**config.mk**
```make
export PLATFORM = sky130hd
export DESIGN_NAME = reader_writer_lock_manager_core
export DESIGN_NICKNAME = d
export VERILOG_FILES = /design/src/hw/rtl/rwl_pkg.sv /design/src/hw/rtl/reader_writer_lock_manager_core.sv /design/src/hw/rtl/rwl_fifo.sv
export SDC_FILE = /design/constraint.sdc
export NUM_CORES = 1
export LEC_CHECK = 0
export BUFFER_PORTS_ARGS = -buffer_cell sky130_fd_sc_hd__buf_2
export CORE_ASPECT_RATIO = 1.1
export CORE_MARGIN = 4
export CORE_UTILIZATION = 45
export DETAILED_ROUTE_END_ITERATION = 8
export GPL_TIMING_DRIVEN = 0
export SLEW_MARGIN = 20
export SYNTH_ARGS = -nofsm -noshare
export SYNTH_HDL_FRONTEND = slang
export SYNTH_SLANG_ARGS = --single-unit
```
**constraint.sdc**
```tcl
create_clock -name i_clk -period 4 [get_ports i_clk]
set_clock_uncertainty 0.2 [all_clocks]
set_input_delay 1.2 -clock i_clk [delete_from_list [all_inputs] [get_ports i_clk]]
set_output_delay 1.2 -clock i_clk [all_outputs]
set_load 0.01 [all_outputs]
```
**src/hw/rtl/rwl_pkg.sv**
```systemverilog
// Shared definitions for the reader-writer lock manager.
// Holds default parameters, field widths, request and status codes, queue control.
// No dependencies.
package rwl_pkg;

    localparam int QUEUE_DEPTH_DEF = 16;
    localparam int TID_BITS_DEF    = 6;
    localparam int MAX_READERS_DEF = 255;
    localparam int MAX_RESULTS     = 16;

    localparam int FUNC_W   = 3;
    localparam int STATUS_W = 3;
    localparam int HOLD_W   = 9;

    localparam logic [FUNC_W-1:0] FN_READ      = 3'd0;
    localparam logic [FUNC_W-1:0] FN_TRY_READ  = 3'd1;
    localparam logic [FUNC_W-1:0] FN_WRITE     = 3'd2;
    localparam logic [FUNC_W-1:0] FN_TRY_WRITE = 3'd3;
    localparam logic [FUNC_W-1:0] FN_UNLOCK    = 3'd4;

    localparam logic [STATUS_W-1:0] ST_GRANTED  = 3'd0;
    localparam logic [STATUS_W-1:0] ST_QUEUED   = 3'd1;
    localparam logic [STATUS_W-1:0] ST_TRYFAIL  = 3'd2;
    localparam logic [STATUS_W-1:0] ST_WOKEN    = 3'd3;
    localparam logic [STATUS_W-1:0] ST_RELEASED = 3'd4;
    localparam logic [STATUS_W-1:0] ST_NOTHELD  = 3'd5;
    localparam logic [STATUS_W-1:0] ST_FULL     = 3'd6;

    typedef struct packed {
        logic push;
        logic pop;
    } t_fifo_ctrl;

endpackage

```
**src/hw/rtl/reader_writer_lock_manager_core.sv**
```systemverilog
// Reader-writer lock manager, reader preferring: sequencer, holder count and queues.
// Depends on rwl_pkg and rwl_fifo (one instance per waiting queue).
//
// One lock shared by many threads. Each item on the request channel carries an
// operation and a thread id; each item on the result channel carries a status,
// a thread id, the holder count after that result (-1 while a writer holds the
// lock) and a last mark. Reads are granted while no writer holds the lock, up to
// MAX_READERS; writes only when it is free. Blocked requests wait in per-class
// FIFOs, try requests fail instead. An unlock that frees the lock wakes every waiting
// reader (one result each, oldest first) or else the oldest waiting writer.
// Sequence: a request is accepted into a register, then evaluated once the result
// channel is free; an unlock that wakes a writer pops the writer queue, then emits
// it; one that wakes readers emits them one per cycle from the single holder-count
// adder and the registered read port; each queue's read port yields one waiting
// thread id per cycle while the result channel is not stalled. Unknown operations
// give no result. The request side is stalled while an item is being worked on;
// a finished result waits in the output register.
module reader_writer_lock_manager_core #(
    parameter int QUEUE_DEPTH    = rwl_pkg::QUEUE_DEPTH_DEF,
    parameter int THREAD_ID_BITS = rwl_pkg::TID_BITS_DEF,
    parameter int MAX_READERS    = rwl_pkg::MAX_READERS_DEF
) (
    input  logic                              i_clk,
    input  logic                              i_rst_n,
    // request channel
    input  logic                              i_valid,
    output logic                              o_stall,
    input  logic [rwl_pkg::FUNC_W-1:0]        i_func,
    input  logic [THREAD_ID_BITS-1:0]         i_thread_id,
    // result channel
    output logic                              o_valid,
    input  logic                              i_stall,
    output logic [rwl_pkg::STATUS_W-1:0]      o_status,
    output logic [THREAD_ID_BITS-1:0]         o_thread_out,
    output logic signed [rwl_pkg::HOLD_W-1:0] o_holders,
    output logic                              o_last
);
    import rwl_pkg::*;

    // Holder count width: room for MAX_READERS plus a sign for the writer mark.
    localparam int HC_W  = $clog2(MAX_READERS + 1) + 1;
    localparam int CNT_W = $clog2(QUEUE_DEPTH + 1);
    // Reader queue cap: waking all of them must fit in one answer and the limit.
    localparam int RCAP0 = (QUEUE_DEPTH < MAX_RESULTS) ? QUEUE_DEPTH : MAX_RESULTS;
    localparam int RCAP  = (RCAP0 < MAX_READERS) ? RCAP0 : MAX_READERS;

    localparam logic signed [HC_W-1:0] HC_MAX    = HC_W'(MAX_READERS);
    localparam logic signed [HC_W-1:0] HC_WRITER = '1;
    localparam logic signed [HC_W-1:0] HC_ONE    = HC_W'(1);

    typedef enum logic [1:0] {
        S_IDLE,
        S_EVAL,
        S_RWAKE,
        S_WWAKE
    } t_state;

    t_state r_state, n_state;

    logic [FUNC_W-1:0]          r_func;
    logic [THREAD_ID_BITS-1:0]  r_id;
    logic signed [HC_W-1:0]     r_hc, n_hc;

    logic                       r_out_valid, n_out_valid;
    logic [STATUS_W-1:0]        r_status, n_status;
    logic [THREAD_ID_BITS-1:0]  r_thread, n_thread;
    logic signed [HOLD_W-1:0]   r_holders, n_holders;
    logic                       r_last, n_last;

    t_fifo_ctrl                 rq_ctrl, wq_ctrl;
    logic [THREAD_ID_BITS-1:0]  rq_rdata, wq_rdata;
    logic [CNT_W-1:0]           rq_count, wq_count;

    // Shared unit: holder count plus or minus one.
    logic                       alu_dec;
    logic signed [HC_W-1:0]     alu_out;
    logic signed [HC_W-1:0]     unlock_hc;

    logic                       slot_free;
    logic                       in_accept;

    rwl_fifo #(
        .DEPTH  (QUEUE_DEPTH),
        .DATA_W (THREAD_ID_BITS)
    ) u_rq (
        .i_clk   (i_clk),
        .i_rst_n (i_rst_n),
        .i_ctrl  (rq_ctrl),
        .i_wdata (r_id),
        .o_rdata (rq_rdata),
        .o_count (rq_count)
    );

    rwl_fifo #(
        .DEPTH  (QUEUE_DEPTH),
        .DATA_W (THREAD_ID_BITS)
    ) u_wq (
        .i_clk   (i_clk),
        .i_rst_n (i_rst_n),
        .i_ctrl  (wq_ctrl),
        .i_wdata (r_id),
        .o_rdata (wq_rdata),
        .o_count (wq_count)
    );

    // Mask a holder count to the output field, sign extending when narrower.
    function automatic logic signed [HOLD_W-1:0] to_field(input logic signed [HC_W-1:0] h);
        logic [HC_W+HOLD_W-1:0] ext;
        ext = {{HOLD_W{h[HC_W-1]}}, h};
        return ext[HOLD_W-1:0];
    endfunction

    assign slot_free = !r_out_valid || !i_stall;
    assign o_stall   = (r_state != S_IDLE);
    assign in_accept = i_valid && !o_stall;

    // Only an unlock counts down; everything else counts up.
    assign alu_dec   = (r_state == S_EVAL) && (r_func == FN_UNLOCK);
    assign alu_out   = r_hc + (alu_dec ? HC_WRITER : HC_ONE);
    assign unlock_hc = r_hc[HC_W-1] ? '0 : alu_out;

    always_comb begin
        n_state     = r_state;
        n_hc        = r_hc;
        n_out_valid = r_out_valid && i_stall;
        n_status    = r_status;
        n_thread    = r_thread;
        n_holders   = r_holders;
        n_last      = r_last;
        rq_ctrl     = '0;
        wq_ctrl     = '0;

        case (r_state)
            S_IDLE: begin
                if (in_accept) begin
                    n_state = S_EVAL;
                end
            end

            S_EVAL: begin
                if (r_func > FN_UNLOCK) begin
                    // Unknown operation: drop it, no result.
                    n_state = S_IDLE;
                end else if (slot_free) begin
                    n_out_valid = 1'b1;
                    n_thread    = r_id;
                    n_holders   = to_field(r_hc);
                    n_last      = 1'b1;
                    n_state     = S_IDLE;
                    case (r_func)
                        FN_READ, FN_TRY_READ: begin
                            if (!r_hc[HC_W-1]) begin
                                if (r_hc >= HC_MAX) begin
                                    n_status = ST_FULL;
                                end else begin
                                    n_hc      = alu_out;
                                    n_status  = ST_GRANTED;
                                    n_holders = to_field(alu_out);
                                end
                            end else if (r_func == FN_TRY_READ) begin
                                n_status = ST_TRYFAIL;
                            end else if (rq_count < CNT_W'(RCAP)) begin
                                rq_ctrl.push = 1'b1;
                                n_status     = ST_QUEUED;
                            end else begin
                                n_status = ST_FULL;
                            end
                        end
                        FN_WRITE, FN_TRY_WRITE: begin
                            if (r_hc == '0) begin
                                n_hc      = HC_WRITER;
                                n_status  = ST_GRANTED;
                                n_holders = to_field(HC_WRITER);
                            end else if (r_func == FN_TRY_WRITE) begin
                                n_status = ST_TRYFAIL;
                            end else if (wq_count < CNT_W'(QUEUE_DEPTH)) begin
                                wq_ctrl.push = 1'b1;
                                n_status     = ST_QUEUED;
                            end else begin
                                n_status = ST_FULL;
                            end
                        end
                        default: begin
                            // unlock
                            if (r_hc == '0) begin
                                n_status  = ST_NOTHELD;
                                n_holders = '0;
                            end else if (unlock_hc == '0 && rq_count != '0) begin
                                // Lock freed with readers waiting: start the wake sweep.
                                n_out_valid  = r_out_valid && i_stall;
                                n_hc         = '0;
                                rq_ctrl.pop  = 1'b1;
                                n_state      = S_RWAKE;
                            end else if (unlock_hc == '0 && wq_count != '0) begin
                                n_out_valid  = r_out_valid && i_stall;
                                n_hc         = '0;
                                wq_ctrl.pop  = 1'b1;
                                n_state      = S_WWAKE;
                            end else begin
                                n_hc      = unlock_hc;
                                n_status  = ST_RELEASED;
                                n_holders = to_field(unlock_hc);
                            end
                        end
                    endcase
                end
            end

            S_RWAKE: begin
                // Emit the reader already fetched from the queue; fetch the next one meanwhile.
                if (slot_free) begin
                    n_out_valid = 1'b1;
                    n_status    = ST_WOKEN;
                    n_thread    = rq_rdata;
                    n_hc        = alu_out;
                    n_holders   = to_field(alu_out);
                    n_last      = (rq_count == '0);
                    if (rq_count != '0) begin
                        rq_ctrl.pop = 1'b1;
                    end else begin
                        n_state = S_IDLE;
                    end
                end
            end

            S_WWAKE: begin
                if (slot_free) begin
                    n_out_valid = 1'b1;
                    n_status    = ST_WOKEN;
                    n_thread    = wq_rdata;
                    n_hc        = HC_WRITER;
                    n_holders   = to_field(HC_WRITER);
                    n_last      = 1'b1;
                    n_state     = S_IDLE;
                end
            end

            default: begin
                n_state = S_IDLE;
            end
        endcase
    end

    always_ff @(posedge i_clk) begin
        if (!i_rst_n) begin
            r_state     <= S_IDLE;
            r_hc        <= '0;
            r_out_valid <= 1'b0;
        end else begin
            r_state     <= n_state;
            r_hc        <= n_hc;
            r_out_valid <= n_out_valid;
        end
        // Payload: hold the request while it is worked on, hold the result until taken.
        if (in_accept) begin
            r_func <= i_func;
            r_id   <= i_thread_id;
        end
        r_status  <= n_status;
        r_thread  <= n_thread;
        r_holders <= n_holders;
        r_last    <= n_last;
    end

    assign o_valid      = r_out_valid;
    assign o_status     = r_status;
    assign o_thread_out = r_thread;
    assign o_holders    = r_holders;
    assign o_last       = r_last;

endmodule

```
**src/hw/rtl/rwl_fifo.sv**
```systemverilog
// Waiting-thread queue: circular buffer in a memory with a registered read port.
// Depends on rwl_pkg (queue control struct).
module rwl_fifo #(
    parameter int DEPTH  = rwl_pkg::QUEUE_DEPTH_DEF,
    parameter int DATA_W = rwl_pkg::TID_BITS_DEF
) (
    input  logic                       i_clk,
    input  logic                       i_rst_n,
    input  rwl_pkg::t_fifo_ctrl        i_ctrl,
    input  logic [DATA_W-1:0]          i_wdata,
    output logic [DATA_W-1:0]          o_rdata,
    output logic [$clog2(DEPTH+1)-1:0] o_count
);
    import rwl_pkg::*;

    localparam int IDX_W = $clog2(DEPTH);
    localparam int CNT_W = $clog2(DEPTH + 1);

    logic [DATA_W-1:0] r_mem [DEPTH];
    logic [DATA_W-1:0] r_rdata;
    logic [IDX_W-1:0]  r_head;
    logic [IDX_W-1:0]  r_tail;
    logic [CNT_W-1:0]  r_count;

    function automatic logic [IDX_W-1:0] wrap_inc(input logic [IDX_W-1:0] p);
        if (p == IDX_W'(DEPTH - 1)) begin
            return '0;
        end
        return p + 1'b1;
    endfunction

    always_ff @(posedge i_clk) begin
        if (i_ctrl.push) begin
            r_mem[r_tail] <= i_wdata;
        end
        if (i_ctrl.pop) begin
            r_rdata <= r_mem[r_head];
        end
    end

    always_ff @(posedge i_clk) begin
        if (!i_rst_n) begin
            r_head  <= '0;
            r_tail  <= '0;
            r_count <= '0;
        end else begin
            if (i_ctrl.push) begin
                r_tail  <= wrap_inc(r_tail);
                r_count <= r_count + 1'b1;
            end else if (i_ctrl.pop) begin
                r_head  <= wrap_inc(r_head);
                r_count <= r_count - 1'b1;
            end
        end
    end

    assign o_rdata = r_rdata;
    assign o_count = r_count;

endmodule

```
After elaboration in Yosys (flattened, before gate mapping) --
Memories as Yosys holds them, arrays and structs flattened. A register that Yosys moved wholly into a read port is not among the register bits. Index checks and enable logic that the tools add are counted.
Storage, ports and cells: bits in registers 66, bits in writable memories 192, input bits 13, word-level logic and storage cells 204, memories 2
Memory list:
- u_rq.r_mem | depth 16, width 6, rd ports 1, clocked after memory_dff 1, wr ports 1, RTL line rwl_fifo.sv:19 | logic [DATA_W-1:0] r_mem [DEPTH];
- u_wq.r_mem | depth 16, width 6, rd ports 1, clocked after memory_dff 1, wr ports 1, RTL line rwl_fifo.sv:19
Operators by class: $add $sub $neg 9, order comparisons 4, eq/ne operators 22, muxes and demuxes 118, bitwise operators 2, reduce and logical (&&, ||, !) cells 32
Operator list (number):
- $mux 9 | 17
- $pmux 9 s3 | 2
- $mux 1 | 46
- $mux 3 | 13
- $pmux 9 s2 | 2
- $mux 4 | 8
- $mux 2 | 15
- $mux 6 | 4
- $mux 5 | 4
- $logic_not 9->1 | 2
- $pmux 6 s3 | 1
- $add 4x1->4 const B | 4
- $eq 4x4->1 const B | 4
- $ne 2x2->1 const B | 6
- $pmux 3 s2 | 2
- $reduce_and 6->1 | 2
- $add 5x1->5 const B | 2
- $lt 5x5->1 const B | 2
- $ne 5x3->1 const B | 2
- $reduce_and 5->1 | 2
- $reduce_bool 5->1 | 2
- $sub 5x1->5 const B | 2
- $add 9x9->9 | 1
- $ge 9x9->1 const B | 1
- 25 further kinds | 41

Logic depth before layout (Yosys ltp) --
depth after elaboration 18, mapped depth 15

Cells and area by module --
Synthesis repeated with hierarchy kept, for this count alone.
Unflattened totals: cells, all modules 928, area, all modules 12689.7 µm²
Modules (own cells, without submodules):
- rwl_fifo | times used 2, cells an instance 270, area each 4715.8 µm²
- reader_writer_lock_manager_core | times used 1, cells an instance 388, area each 3258.1 µm²

Least setup slack after synthesis --
No wires, ideal clock.
path kind register to register, start reg r_func[2], end reg u_wq.r_rdata[0], in the netlist u_wq.o_rdata[0], read port of u_wq.r_mem, enable pin, data arrival time 3316 ps, data required time 3423 ps, path slack 107 ps, cell stages (with the launch flop) 13, clock period less this slack 3893 ps, path through edfxtp_1 clkbuf_1 nand4bb_1 buf_2 xnor2_1 ha_1 or3_1 or3_1 o22a_1 xor2_1 a31o_4 nand2_1 nor3_1
RTL lines:
- from (decl) | RTL line reader_writer_lock_manager_core.sv:60 | logic [FUNC_W-1:0] r_func;
- from (signal assigned) | RTL line reader_writer_lock_manager_core.sv:256 | r_func <= i_func;
- to (decl) | RTL line rwl_fifo.sv:20 | logic [DATA_W-1:0] r_rdata;

Worst setup path after layout --
start reg r_state[0], end reg r_holders[5], in the netlist o_holders[5] (data pin)
Between the ends: cells in the longest elaborated chain, start to end 14
RTL lines:
- from (decl) | RTL line reader_writer_lock_manager_core.sv:58 | t_state r_state, n_state;
- from (signal assigned) | RTL line reader_writer_lock_manager_core.sv:250 | r_state <= n_state;
- $eq 2x1->1 | RTL line reader_writer_lock_manager_core.sv:118, reader_writer_lock_manager_core.sv:133
- $logic_and 1x1->1 | RTL line reader_writer_lock_manager_core.sv:118 | assign alu_dec = (r_state == S_EVAL) && (r_func == FN_UNLOCK);
- $mux 9 | RTL line reader_writer_lock_manager_core.sv:119 | assign alu_out = r_hc + (alu_dec ? HC_WRITER : HC_ONE);
- $add 9x9->9 | RTL line reader_writer_lock_manager_core.sv:119
- $mux 9 | RTL line reader_writer_lock_manager_core.sv:120 | assign unlock_hc = r_hc[HC_W-1] ? '0 : alu_out;
- $logic_not 9->1 | RTL line reader_writer_lock_manager_core.sv:188, reader_writer_lock_manager_core.sv:194
- $logic_and 1x1->1 | RTL line reader_writer_lock_manager_core.sv:194 | end else if (unlock_hc == '0 && wq_count != '0) begin
- $mux 9 | RTL line reader_writer_lock_manager_core.sv:194
- $mux 9 | RTL line reader_writer_lock_manager_core.sv:188 | end else if (unlock_hc == '0 && rq_count != '0) begin
- $mux 9 | RTL line reader_writer_lock_manager_core.sv:185 | if (r_hc == '0) begin
- $pmux 9 s2 | RTL line reader_writer_lock_manager_core.sv:150 | case (r_func)
- $mux 9 | RTL line reader_writer_lock_manager_core.sv:144 | end else if (slot_free) begin
- $mux 9 | RTL line reader_writer_lock_manager_core.sv:141 | if (r_func > FN_UNLOCK) begin
- $pmux 9 s3 (*) | RTL line reader_writer_lock_manager_core.sv:133 | case (r_state)
- named net n_holders[5] | RTL line reader_writer_lock_manager_core.sv:67 | logic signed [HOLD_W-1:0] r_holders, n_holders;
- to (signal assigned) | RTL line reader_writer_lock_manager_core.sv:261 | r_holders <= n_holders;
- to (decl) | RTL line reader_writer_lock_manager_core.sv:67
Mark *: on every way through the listed nets, which the timed path passes. The rest lies on a longest branch. The select of a mux whose other input is x is not followed. A chain may end at the register's enable or synchronous reset.

==> results.yml <==
logic_synthesis:
  post_synth_instance_area_sq_um: 12000
  share_of_the_yosys_chip_area_belonging_to_registers: 0.643
  synthFlopType: "sky130_fd_sc_hd__edfxtp_1"
  syn_area_per_cell_sq_um: 14.6
  netlist_instances: 823
  synth_warnings: 0
  synth-seq-cells: 270
  async_reset_ff_frac: 0
  synth.distinct_cells: 69
  nets_in_the_synthesized_netlist: 861
  synth_edf_count: 232
critical_path:
  r2r_slack_ns: 0.14
  timing.setup.critical_path_class: "reg -> reg"
  regToRegStartpoint: "r_state[0]$_SDFFE_PN0P_"
  worst_setup_path_startpoint: "r_state[0]$_SDFFE_PN0P_"
  worst_ep_arrival_time_ns: 3.93
  r2r.worst_path.cells: 12
  crit_slowest_cell: "sky130_fd_sc_hd__dfxtp_1"
  worstSetupStartpointType: "flip-flop"
  timing.critical_path.cells: "ha_4 > nand4bb_4 > buf_8 > xnor2_1 > ha_2 > or3_1 > or3_4 > o22a_2 > xor2_4 > a31o_4 > and2b_4 > a311o_1"
  cp_slowest_stage_delay_ns: 0.43
  worst-path-max-fanout: 10
  timing.critical_path.required_ns: 4.07
  type_of_destination_of_the_critical_path: "flip-flop"
  r2r_end: "o_holders[5]$_DFFE_PP_"
timing:
  final_hold_viol_count: 0
  max_slew.worst_pin.slew_ns: 0.999
  maxSlewViolCount: 0
  timing.slew.headroom: 0.329
  fin_worst_hold_slack_ns: 0.305
  final_min_period_over_clock_period: 0.965
  max_clock_freq_ghz: 0.259
  period_minus_slack_ns: 3.86
  final-setup-viol-count: 0
  setup_repair_after_global_routing_missed_its_margin: "false"
layout:
  fin_nets: 937
  antennaDiodeCount: 0
  fin_util: 0.535
  layout_commonest_cell: "sky130_fd_sc_hd__edfxtp_1"
  area_delta_synth_final_pct: 16.6
  layout_common_cells: "sky130_fd_sc_hd__edfxtp_1 (232), sky130_fd_sc_hd__nor2_1 (66), sky130_fd_sc_hd__mux4_2 (60), sky130_fd_sc_hd__nand2_1 (56), sky130_fd_sc_hd__a21oi_1 (42)"
  fill_cells: 2233
  final_layout_size_suffix_gt1_frac: 0.210
  finish.cell_count_without_fillers: 1273
placed_design:
  gp_congestion: 0.924
  port_buffers: 32
  dpl.cell_count: 1211
  detailedPlacementHpwl_mm: 19.4
min_path:
  worstHoldPathCells: 2
  whs_endpoint: "u_wq.o_count[2]$_SDFFE_PN0P_"
  hp-class: "reg -> reg"
  min_from: "u_wq.o_count[2]$_SDFFE_PN0P_"
die:
  die_width_um: 164
  core-area_sq_um: 26200
  initial_core_util: 0.458
  die_y_um: 179
  design.portCount: 34
  fp.dieArea_sq_um: 29400
  row_count: 62
detailed_routing:
  drt_pre_antenna_iters: 5
  dr_total_vias: 7239
  route.detailed.vias_per_inst: 5.69
  drcViolationCount: 0
  drt_iter0_drc: 608
  detail-route-antenna-nets: 0
  routed_wl_mm: 27.8
  avgRoutedWirePerCell_um: 21.8
global_routing:
  overflow: 0
  antenna_found_initial: 0
  grt_max_degree: 34
  groute.usage.overall: 0.191
  grt_pass1_wl_mm: 43.1
  first_global_vias: 7161
clock_network:
  cts-buffers-inserted: 28
  cts-root-to-sink-buffers: 3
  tritoncts_num_sinks: 270
  cts_tree: "built"
  worst_skew_pair.late_latency_ns: 0.53
  clk_root_buffer_cell: "sky130_fd_sc_hd__clkbuf_16"
  hold_buffers: 0
  ctsHtreeMaxLevel: 1
  cts.reportedPaths.clkPinSlew_ns: 0.06
status:
  outcome: "finished, final reports clean"
power_and_ir_drop:
  worst_ir_drop_vdd_uv: 307
  power_density_nw_per_um2: 468
  leakage_nw: 4.66
flow_run:
  maxCapViolCount: 0
cells by family after synthesis:
kind of cell,synth area share
DFF,0.643
buffers and inverters,0.0254
adders and majority gates,0.0273
AOI/OAI and AO/OA,0.0826
muxes,0.120
and+or+nand+nor,0.0887
xor gates and xnor gates,0.0131
Yosys cell counts (8+ instances only):
| library cell | count | area, sq um |
|---|---|---|
| sky130_fd_sc_hd__nand3_1 | 15 | 75.1 |
| sky130_fd_sc_hd__mux4_2 | 60 | 1350 |
| sky130_fd_sc_hd__clkbuf_1 | 36 | 135 |
| sky130_fd_sc_hd__mux2i_1 | 8 | 80.1 |
| sky130_fd_sc_hd__nand2b_1 | 13 | 81.3 |
| sky130_fd_sc_hd__nand2_1 | 57 | 214 |
| sky130_fd_sc_hd__inv_1 | 21 | 78.8 |
| sky130_fd_sc_hd__dfxtp_1 | 38 | 761 |
| sky130_fd_sc_hd__buf_1 | 8 | 30.0 |
| sky130_fd_sc_hd__o21ai_0 | 35 | 175 |
| sky130_fd_sc_hd__nor2_1 | 66 | 248 |
| sky130_fd_sc_hd__nor3_1 | 25 | 125 |
| sky130_fd_sc_hd__xor2_1 | 13 | 114 |
| sky130_fd_sc_hd__a21oi_1 | 43 | 215 |
| sky130_fd_sc_hd__ha_1 | 23 | 288 |
| sky130_fd_sc_hd__edfxtp_1 | 232 | 6970 |
final cells by class:
| type | instances | area [sq um] | share of cell area |
|---|---|---|---|
| Buffer | 51 | 221 | 0.0158 |
| Inverter | 23 | 86.3 | 0.00616 |
| Timing Repair Buffer | 48 | 375 | 0.0268 |
| Tap cell | 352 | 440 | 0.0314 |
| Sequential cell | 270 | 7730 | 0.551 |
| Multi-Input combinational cell | 477 | 4120 | 0.294 |
| Clock buffer | 29 | 726 | 0.0518 |
| Clock inverter | 23 | 318 | 0.0227 |
power by group:
group	internal, W	switching (W)
clock network	0.00183	0.00107
logic	0.000186	0.000317
registers	0.00311	0.0000437
routing by layer:
layer / vias up / wire length, um / track usage
li1: 3361 / - / -
met4: 0 / 851 / 0.0601
met1: 3621 / 12100 / 0.263
met3: 54 / 1170 / 0.0231
met5: - / 0 / 0
met2: 203 / 13600 / 0.318
timing repair:
action                                  CTS  global route
pin swaps                                 5             2
gates resized for setup                  16            10
buffers inserted                          3             7
endpoints found under the setup margin   71            31
metrics by stage:
| stage | power [W] | setup TNS [ns] | setup slack, ns | cell area, sq um |
|---|---|---|---|---|
| floorplan | 0.00351 | 0 | 0.107 | 12000 |
| global placement | 0.00366 | -35.60 | -0.882 | 12600 |
| detailed placement | 0.00368 | -33.58 | -0.912 | 12700 |
| CTS | 0.00659 | 0 | 0.00281 | 13900 |
| global route | 0.00679 | 0 | 0.0169 | 14000 |
| finish | 0.00656 | 0 | 0.142 | 14000 |
worst max-delay path, delay by kind of cell (launching register included):
kind | cells | cell delay [ns]
compound gates | 3 | 0.96
xor+xnor | 2 | 0.30
fa+ha+maj | 2 | 0.40
buf+inv | 1 | 0.19
flops | 1 | 0.43
simple gates | 4 | 1.09
state kept, by name, summed over array words and instances, names as in the netlist, 4 cells and up:
name,cells
u_wq.r_head,4
u_rq.r_mem,96
u_wq.r_tail,4
o_thread_out,6
u_rq.r_head,4
u_wq.o_rdata,6
r_hc,9
u_rq.r_tail,4
o_holders,9
u_wq.r_mem,96
r_id,6
u_rq.o_count,5
u_wq.o_count,5
u_rq.o_rdata,6
worst max-delay path by stage:
stage                                   end  slack [ns]  cells past startpoint
6_report             o_holders[5]$_DFFE_PP_        0.14                     12
5_1_grt        u_rq.o_count[4]$_SDFFE_PN0P_        0.02                     12
4_1_cts         u_rq.r_head[3]$_SDFFE_PN0P_       0.003                     15
3_5_place_dp      u_wq.o_rdata[5]$_DFFE_PP_       -0.91                     12
3_3_place_gp      u_wq.o_rdata[5]$_DFFE_PP_       -0.88                     12
2_1_floorplan     u_wq.o_rdata[0]$_DFFE_PP_        0.11                     12
Note: power is estimated with default switching activity, not from simulation.
